`src/rtl/core/mtpsq_pkg.sv`:
```
`default_nettype none

package mtpsq_pkg;

  localparam int unsigned ByteW  = 8;
  localparam int unsigned ValueW = 32;
  localparam int unsigned IndexW = 10;
  localparam int unsigned SizeW  = 11;
  localparam int unsigned AccExtW = 36;

  localparam logic [ByteW-1:0] RowDelimReset = 8'd10;
  localparam logic [ByteW-1:0] ColDelimReset = 8'd32;

  localparam logic [ByteW-1:0] ChSpace = 8'd32;
  localparam logic [ByteW-1:0] ChTab   = 8'd9;
  localparam logic [ByteW-1:0] ChCr    = 8'd13;
  localparam logic [ByteW-1:0] ChPlus  = 8'd43;
  localparam logic [ByteW-1:0] ChMinus = 8'd45;
  localparam logic [ByteW-1:0] ChZero  = 8'd48;
  localparam logic [ByteW-1:0] ChNine  = 8'd57;

  localparam logic [ValueW-1:0] MagLimit = 32'h8000_0000;
  localparam logic [ValueW-1:0] PosMax   = 32'h7FFF_FFFF;

  localparam logic KindElement = 1'b0;
  localparam logic KindVerdict = 1'b1;

  typedef enum logic [0:0] {
    CfgRowDelim = 1'b0,
    CfgColDelim = 1'b1
  } cfg_index_e;

  typedef enum logic [1:0] {
    PhSkip   = 2'd0,
    PhSign   = 2'd1,
    PhDigits = 2'd2,
    PhDone   = 2'd3
  } num_phase_e;

  typedef struct packed {
    logic                     elem_v;
    logic signed [ValueW-1:0] value;
    logic [IndexW-1:0]        row;
    logic [IndexW-1:0]        col;
    logic                     verd_v;
    logic                     square;
    logic [SizeW-1:0]         size;
  } res_bundle_t;

endpackage

`default_nettype wire

```
`src/rtl/core/matrix_text_parser_square_check.sv`:
```
// Channel  Direction  Handshake                  Payload
// in       sink       in_valid_i / in_ready_o    data_byte_i, end_of_text_i
// out      source     out_valid_o / out_ready_i  result_kind_o .. run_last_o
// cfg      sink       cfg_valid_i / cfg_ready_o  cfg_index_i, cfg_data_i
//
// One byte is taken per cycle while ready; its state update and results are registered
// at the same edge, through one 36-bit multiply-by-ten-add and a few compares.
// A byte gives up to two results (element, then verdict) in one bundle of the
// two-bundle output queue; it drains one result a cycle when out_ready_i is high.
// in_ready_o drops only while the second queue slot is occupied.
// Reset restores the delimiters to newline and space and clears all parse state.
`default_nettype none

module matrix_text_parser_square_check #(
  parameter int unsigned MAX_DIM = 1024
) (
  input  wire logic                                clk_i,
  input  wire logic                                rst_ni,
  input  wire logic                                in_valid_i,
  output logic                                     in_ready_o,
  input  wire logic [mtpsq_pkg::ByteW-1:0]         data_byte_i,
  input  wire logic                                end_of_text_i,
  output logic                                     out_valid_o,
  input  wire logic                                out_ready_i,
  output logic                                     result_kind_o,
  output logic signed [mtpsq_pkg::ValueW-1:0]      element_value_o,
  output logic [mtpsq_pkg::IndexW-1:0]             elem_row_o,
  output logic [mtpsq_pkg::IndexW-1:0]             elem_col_o,
  output logic                                     is_square_o,
  output logic [mtpsq_pkg::SizeW-1:0]              matrix_size_o,
  output logic                                     run_last_o,
  input  wire logic                                cfg_valid_i,
  output logic                                     cfg_ready_o,
  input  wire logic [0:0]                          cfg_index_i,
  input  wire logic [mtpsq_pkg::ByteW-1:0]         cfg_data_i
);
  import mtpsq_pkg::*;

  localparam int unsigned CntW = $clog2(MAX_DIM + 2);
  localparam logic [CntW-1:0] CntMax = CntW'(MAX_DIM + 1);
  localparam logic [CntW-1:0] CntLim = CntW'(MAX_DIM);
  localparam logic [CntW-1:0] CntOne = CntW'(1);

  logic [ByteW-1:0]  row_delim_q, col_delim_q;

  logic              in_row_q, in_row_d;
  logic              in_field_q, in_field_d;
  num_phase_e        phase_q, phase_d;
  logic              neg_q, neg_d;
  logic [ValueW-1:0] acc_q, acc_d;
  logic [CntW-1:0]   field_cnt_q, field_cnt_d;
  logic [CntW-1:0]   line_cnt_q, line_cnt_d;
  logic [CntW-1:0]   prev_cnt_q, prev_cnt_d;
  logic              mismatch_q, mismatch_d;

  res_bundle_t       slot0_q, slot0_d, slot1_q, slot1_d;
  logic              v0_q, v0_d, v1_q, v1_d;

  logic              in_fire, out_fire, partial, pop, push;
  res_bundle_t       fresh;

  logic              is_row, is_col, is_other, blank, digit;
  num_phase_e        phase_s, phase_f;
  logic              neg_s, neg_f;
  logic [ValueW-1:0] acc_s, acc_f;
  logic [AccExtW-1:0] mul10;
  logic              in_row_1, in_field_1, neg_1;
  logic [ValueW-1:0] acc_1, elem_val;
  logic              emit_elem, close_row, square;
  logic [CntW-1:0]   fc_1, fc_2, line_2, prev_2;
  logic              mismatch_2;
  logic [31:0]       line_ext, field_ext, size_ext;

  assign cfg_ready_o = 1'b1;
  assign in_ready_o  = !v1_q;
  assign in_fire     = in_valid_i && in_ready_o;

  always_ff @(posedge clk_i or negedge rst_ni) begin
    if (!rst_ni) begin
      row_delim_q <= RowDelimReset;
      col_delim_q <= ColDelimReset;
    end else if (cfg_valid_i) begin
      unique case (cfg_index_i)
        CfgRowDelim: row_delim_q <= cfg_data_i;
        CfgColDelim: col_delim_q <= cfg_data_i;
        default: ;
      endcase
    end
  end

  always_comb begin
    is_row   = (data_byte_i == row_delim_q);
    is_col   = !is_row && (data_byte_i == col_delim_q);
    is_other = !is_row && !is_col;
    blank    = (data_byte_i == ChSpace) || (data_byte_i >= ChTab && data_byte_i <= ChCr);
    digit    = (data_byte_i >= ChZero) && (data_byte_i <= ChNine);

    // start a fresh field on its first byte
    phase_s = in_field_q ? phase_q : PhSkip;
    neg_s   = in_field_q ? neg_q : 1'b0;
    acc_s   = in_field_q ? acc_q : '0;

    mul10 = {1'b0, acc_s, 3'b000} + {3'b000, acc_s, 1'b0} + AccExtW'(data_byte_i[3:0]);

    phase_f = phase_s;
    neg_f   = neg_s;
    acc_f   = acc_s;
    priority if (phase_s == PhSkip && blank) begin
      phase_f = PhSkip;
    end else if (phase_s == PhSkip && (data_byte_i == ChPlus || data_byte_i == ChMinus)) begin
      neg_f   = (data_byte_i == ChMinus);
      phase_f = PhSign;
    end else if (phase_s != PhDone && digit) begin
      acc_f   = (mul10 > AccExtW'(MagLimit)) ? MagLimit : mul10[ValueW-1:0];
      phase_f = PhDigits;
    end else begin
      phase_f = PhDone;
    end

    in_field_1 = is_other;
    in_row_1   = is_row ? in_row_q : 1'b1;
    neg_1      = is_other ? neg_f : neg_q;
    acc_1      = is_other ? acc_f : acc_q;

    emit_elem = (!is_other && in_field_q) || (end_of_text_i && is_other);
    elem_val  = neg_1 ? (32'd0 - acc_1) : ((acc_1 > PosMax) ? PosMax : acc_1);
    fc_1 = (emit_elem && field_cnt_q < CntMax) ? field_cnt_q + CntOne : field_cnt_q;

    close_row  = in_row_1 && (is_row || end_of_text_i);
    line_2     = (close_row && line_cnt_q < CntMax) ? line_cnt_q + CntOne : line_cnt_q;
    mismatch_2 = mismatch_q || (close_row && line_2 > CntOne && fc_1 != prev_cnt_q);
    prev_2     = close_row ? fc_1 : prev_cnt_q;
    fc_2       = close_row ? '0 : fc_1;

    square = !mismatch_2 && (line_2 != '0) && (line_2 <= CntLim) && (prev_2 == line_2);

    line_ext  = 32'(line_cnt_q);
    field_ext = 32'(field_cnt_q);
    size_ext  = square ? 32'(line_2) : 32'd0;

    fresh.elem_v = emit_elem;
    fresh.value  = $signed(elem_val);
    fresh.row    = line_ext[IndexW-1:0];
    fresh.col    = field_ext[IndexW-1:0];
    fresh.verd_v = end_of_text_i;
    fresh.square = square;
    fresh.size   = size_ext[SizeW-1:0];

    in_row_d    = in_row_q;
    in_field_d  = in_field_q;
    phase_d     = phase_q;
    neg_d       = neg_q;
    acc_d       = acc_q;
    field_cnt_d = field_cnt_q;
    line_cnt_d  = line_cnt_q;
    prev_cnt_d  = prev_cnt_q;
    mismatch_d  = mismatch_q;
    if (in_fire) begin
      if (end_of_text_i) begin
        in_row_d    = 1'b0;
        in_field_d  = 1'b0;
        phase_d     = PhSkip;
        neg_d       = 1'b0;
        acc_d       = '0;
        field_cnt_d = '0;
        line_cnt_d  = '0;
        prev_cnt_d  = '0;
        mismatch_d  = 1'b0;
      end else begin
        in_row_d    = close_row ? 1'b0 : in_row_1;
        in_field_d  = in_field_1;
        phase_d     = is_other ? phase_f : phase_q;
        neg_d       = neg_1;
        acc_d       = acc_1;
        field_cnt_d = fc_2;
        line_cnt_d  = line_2;
        prev_cnt_d  = prev_2;
        mismatch_d  = mismatch_2;
      end
    end
  end

  always_ff @(posedge clk_i or negedge rst_ni) begin
    if (!rst_ni) begin
      in_row_q    <= 1'b0;
      in_field_q  <= 1'b0;
      phase_q     <= PhSkip;
      neg_q       <= 1'b0;
      acc_q       <= '0;
      field_cnt_q <= '0;
      line_cnt_q  <= '0;
      prev_cnt_q  <= '0;
      mismatch_q  <= 1'b0;
    end else begin
      in_row_q    <= in_row_d;
      in_field_q  <= in_field_d;
      phase_q     <= phase_d;
      neg_q       <= neg_d;
      acc_q       <= acc_d;
      field_cnt_q <= field_cnt_d;
      line_cnt_q  <= line_cnt_d;
      prev_cnt_q  <= prev_cnt_d;
      mismatch_q  <= mismatch_d;
    end
  end

  // output queue: the head shows its element first, then its verdict
  assign out_fire = v0_q && out_ready_i;
  assign partial  = out_fire && slot0_q.elem_v && slot0_q.verd_v;
  assign pop      = out_fire && !partial;
  assign push     = in_fire && (emit_elem || end_of_text_i);

  always_comb begin
    slot0_d = slot0_q;
    slot1_d = slot1_q;
    v0_d    = v0_q;
    v1_d    = v1_q;
    if (partial) begin
      slot0_d.elem_v = 1'b0;
    end
    if (pop) begin
      slot0_d = slot1_q;
      v0_d    = v1_q;
      v1_d    = 1'b0;
    end
    if (push) begin
      if (!v0_d) begin
        slot0_d = fresh;
        v0_d    = 1'b1;
      end else begin
        slot1_d = fresh;
        v1_d    = 1'b1;
      end
    end
  end

  always_ff @(posedge clk_i or negedge rst_ni) begin
    if (!rst_ni) begin
      slot0_q <= '0;
      slot1_q <= '0;
      v0_q    <= 1'b0;
      v1_q    <= 1'b0;
    end else begin
      slot0_q <= slot0_d;
      slot1_q <= slot1_d;
      v0_q    <= v0_d;
      v1_q    <= v1_d;
    end
  end

  assign out_valid_o     = v0_q;
  assign result_kind_o   = slot0_q.elem_v ? KindElement : KindVerdict;
  assign element_value_o = slot0_q.elem_v ? slot0_q.value : '0;
  assign elem_row_o      = slot0_q.elem_v ? slot0_q.row : '0;
  assign elem_col_o      = slot0_q.elem_v ? slot0_q.col : '0;
  assign is_square_o     = slot0_q.elem_v ? 1'b0 : slot0_q.square;
  assign matrix_size_o   = slot0_q.elem_v ? '0 : slot0_q.size;
  assign run_last_o      = slot0_q.elem_v ? !slot0_q.verd_v : 1'b1;

endmodule

`default_nettype wire

```
`config.mk`:
```
export PLATFORM = sky130hd
export DESIGN_NAME = matrix_text_parser_square_check
export DESIGN_NICKNAME = d
export VERILOG_FILES = /design/src/rtl/core/mtpsq_pkg.sv /design/src/rtl/core/matrix_text_parser_square_check.sv
export SDC_FILE = /design/constraint.sdc
export NUM_CORES = 1
export LEC_CHECK = 0
export BUFFER_PORTS_ARGS = -buffer_cell sky130_fd_sc_hd__buf_2
export CORE_ASPECT_RATIO = 1.2
export CORE_MARGIN = 4
export CORE_UTILIZATION = 31
export DETAILED_ROUTE_END_ITERATION = 12
export SYNTH_ARGS = -nofsm -noshare
export SYNTH_HDL_FRONTEND = slang
export SYNTH_SLANG_ARGS = --single-unit
```
`constraint.sdc`:
```
create_clock -name clk_i -period 6.4 [get_ports clk_i]
set_input_delay 0 -clock clk_i [delete_from_list [all_inputs] [get_ports clk_i]]
set_output_delay 0 -clock clk_i [all_outputs]
set_load 0.05 [all_outputs]
```
==> flow_summary.toml <==
[pwr]
powerDensity_mw_per_mm2 = 261
power.total_mw = 4.61
leakage_nw = 7.93
vdd_drop_max_mv = 0.208

[clocking]
cts_tree = "yes"
clk_path_buf_depth = 3
numCtsBuffers = 25
cts_sinks = 221
clk_latency_ps = 550
cts_root_buf = "clkbuf_16"
htreeDepth = 1
path_clk_slew_ps = 60

[synth]
avgSynthCellArea_um2 = 8.48
synth_area_leader_cell = "dfrtp_1"
synthCells = 1828
ys_async_sr_fraction = 1.00
yosys.area.top_type_share = 0.352
synth_area_leaders = "dfrtp_1, nand2_1, o21ai_0"
yosysUniqueCellTypes = 92
ys_seq_area_frac = 0.357
synth_common_cells = "nand2_1, dfrtp_1, o21ai_0"
synthFlopType = "dfrtp_1"
yosysMostFrequentCell = "nand2_1"
syn-cell-area_mm2 = 0.0155
syn-num-nets = 1920
synth-edff-count = 0
yosys_warnings = 0
ys_ff_latch = 221

[worst_setup_path]
cp.required_ps = 6850
worstSetupPathType = "reg2reg"
rr_startpoint = "in_field_q"
startpoint = "in_field_q"
cp.arrival_ps = 6490
critPathMaxFanout = 37
r2r_setup_slack_ps = 360
reg2reg_depth = 25
cp-endpoint = "slot1_q[53]"
end_kind = "flop"
crit_path_start_kind = "flop"
r2r-end = "slot1_q[53]"

[global_routing]
grt_pass1_vias = 13300
grt_usage = 0.164
grt_pass1_wl_um = 73000
antenna_found_initial = 4
grt_max_degree = 128
overflow = 0

[timing]
finalSetupViolations = 0
finalHoldViolations = 0
post-route-min-period_ps = 6040
fin_crit_sh = 0.944
drv_slew = 0
slew_headroom = 0.227
tightest_slew_ps = 1160
fin_worst_skew_ps = 26.8
max_freq_mhz = 165
setup_tns_ps = 0
final.setup.worst_slack_ps = 356
grt_setup_unrepaired = "false"

[placement]
dp.cells = 2477
io_buffer_count = 90
place_congestion = 0.858
hpwl_um = 33300
place_area_mm2 = 0.0166
dp_slack_ps = 251

[drt]
postRouteAntennaNets = 0
vias = 13800
drt-initial-drc-count = 1073
wl_um = 45800
wl_per_cell_um = 18.0
first_pass_iters = 6
drc = 0
vias_per_cell = 5.45

[die]
initial_core_util = 0.314
ioPinCount = 92
core_area_mm2 = 0.0493
fp.dieH_um = 253
dieArea_mm2 = 0.0537
rows = 89
die_w_um = 212

[cells_and_area]
drive_above_1_share = 0.133
fin_nets = 1975
syn_to_final_growth_pct = 13.9
final_cell_area_mm2 = 0.0177
final-instance-count-excl-fill = 2538

[worst_hold_path]
hp-class = "in2reg"
min_path_cells = 3

[run]
maxCapViolCount = 0

[run_status]
outcome = "finished, final reports clean"
[power breakdown]
| group | leakage [nW] | switching [mW] | total (mW) | internal, mW |
|---|---|---|---|---|
| Combinational | 4.55 | 0.898 | 1.34 | 0.447 |
| Clock | 0.408 | 0.588 | 1.46 | 0.872 |
| Sequential | 2.97 | 0.217 | 1.81 | 1.59 |
| Total | 7.93 | 1.70 | 4.61 | 2.91 |
[stage by stage]
| stage | utilization | hold WS, ps |
|---|---|---|
| CTS | 0.357 | 0.0621 |
| finish | 0.358 | 6.37 |
| detailed placement | 0.337 | 203 |
| global route | 0.358 | 13.0 |
| global placement | 0.337 | 202 |
| floorplan | - | -296 |
[flip-flops by register name, summed over array words and instances (netlist names)]
name         flops
phase_q          2
col_delim_q      8
slot1_q         66
in_row_q         1
v1_q             1
line_cnt_q      11
in_field_q       1
neg_q            1
prev_cnt_q      11
row_delim_q      8
slot0_q         66
mismatch_q       1
acc_q           32
out_valid_o      1
field_cnt_q     11
[final cells by class]
| class | count | area, um2 |
|---|---|---|
| Inverter | 25 | 93.8 |
| Fill cell | 5025 | 31700 |
| Sequential cell | 221 | 5540 |
| Clock inverter | 7 | 106 |
| Tap cell | 637 | 797 |
| Antenna cell | 2 | 5.00 |
| Timing Repair Buffer | 147 | 948 |
| Multi-Input combinational cell | 1463 | 9460 |
| Clock buffer | 36 | 727 |
[what timing repair did]
| action | in CTS | in global routing |
|---|---|---|
| endpoints found under the setup margin | 0 | 20 |
| buffers inserted | 0 | 2 |
| resized for setup | 0 | 8 |
| hold buffers | 14 | 0 |
| hold endpoints to repair | 159 | 0 |
[metal layers]
metal | global-route usage | routed length (um) | share of wire
met5 | 0 | 13 | 0.00028
met4 | 0.0472 | 1050 | 0.023
met3 | 0.0151 | 2100 | 0.046
met2 | 0.271 | 21500 | 0.47
met1 | 0.229 | 21000 | 0.46
[cells in the final DEF (no fill, tap or decap), types with 9 or more instances in the layout]
cell           instances
nand4_1               26
dfrtp_1              217
o211ai_1              10
inv_1                 25
xnor2_1               65
clkbuf_16             25
nor3_1                37
a22o_1                14
a21oi_1               81
nor2_1               111
a22oi_1               19
nand2b_1               9
nor4_1                18
nand3_1               36
or3_1                 16
o21ai_0              176
o31ai_1               29
mux2_2                33
o22ai_1               12
mux2i_1               72
buf_2                 89
ha_1                  68
o21ai_1               16
dlygate4sd3_1         14
and2_1                89
a211oi_1              10
o21a_1                17
nor2b_1               19
buf_4                 41
a21o_1                16
xor2_1                29
nand2_1              286
[critical path, cell delays in order (launching register included)]
cell and delay [ps]:
dfrtp_1 430, buf_12 180, and2_1 180, xor2_1 150, ha_1 310, inv_1 60, fa_1 440, nand2b_1 210
a211oi_4 270, buf_4 200, o21ai_1 90, nand3_2 170, a2111oi_1 120, nor3_1 430, or4_1 200, o41a_4 180
nor3_2 80, a21o_1 200, a32oi_2 240, ha_1 250, and3_1 280, nand4b_4 260, buf_4 230, or3_1 380
a32o_1 280, o21ai_2 100
[cell families after synthesis]
logic type,share of synthesized area
buffers and inverters,0.0378
adders and majority gates,0.0562
DFF,0.357
muxes,0.0714
AOI/OAI and AO/OA,0.206
other,0.000242
xor gates and xnor gates,0.0531
and+or+nand+nor,0.218
[how the worst min path moves through the flow]
stage	start	to	slack [ps]
after floorplan	rst_ni	acc_q[0]	-300
after global placement	rst_ni	acc_q[25]	200
after detailed placement	rst_ni	acc_q[28]	200
after CTS	cfg_index_i	row_delim_q[6]	0.06
after global routing	cfg_index_i	row_delim_q[3]	10
final	cfg_index_i	row_delim_q[1]	6
Note: power is estimated with default switching activity, not from simulation.
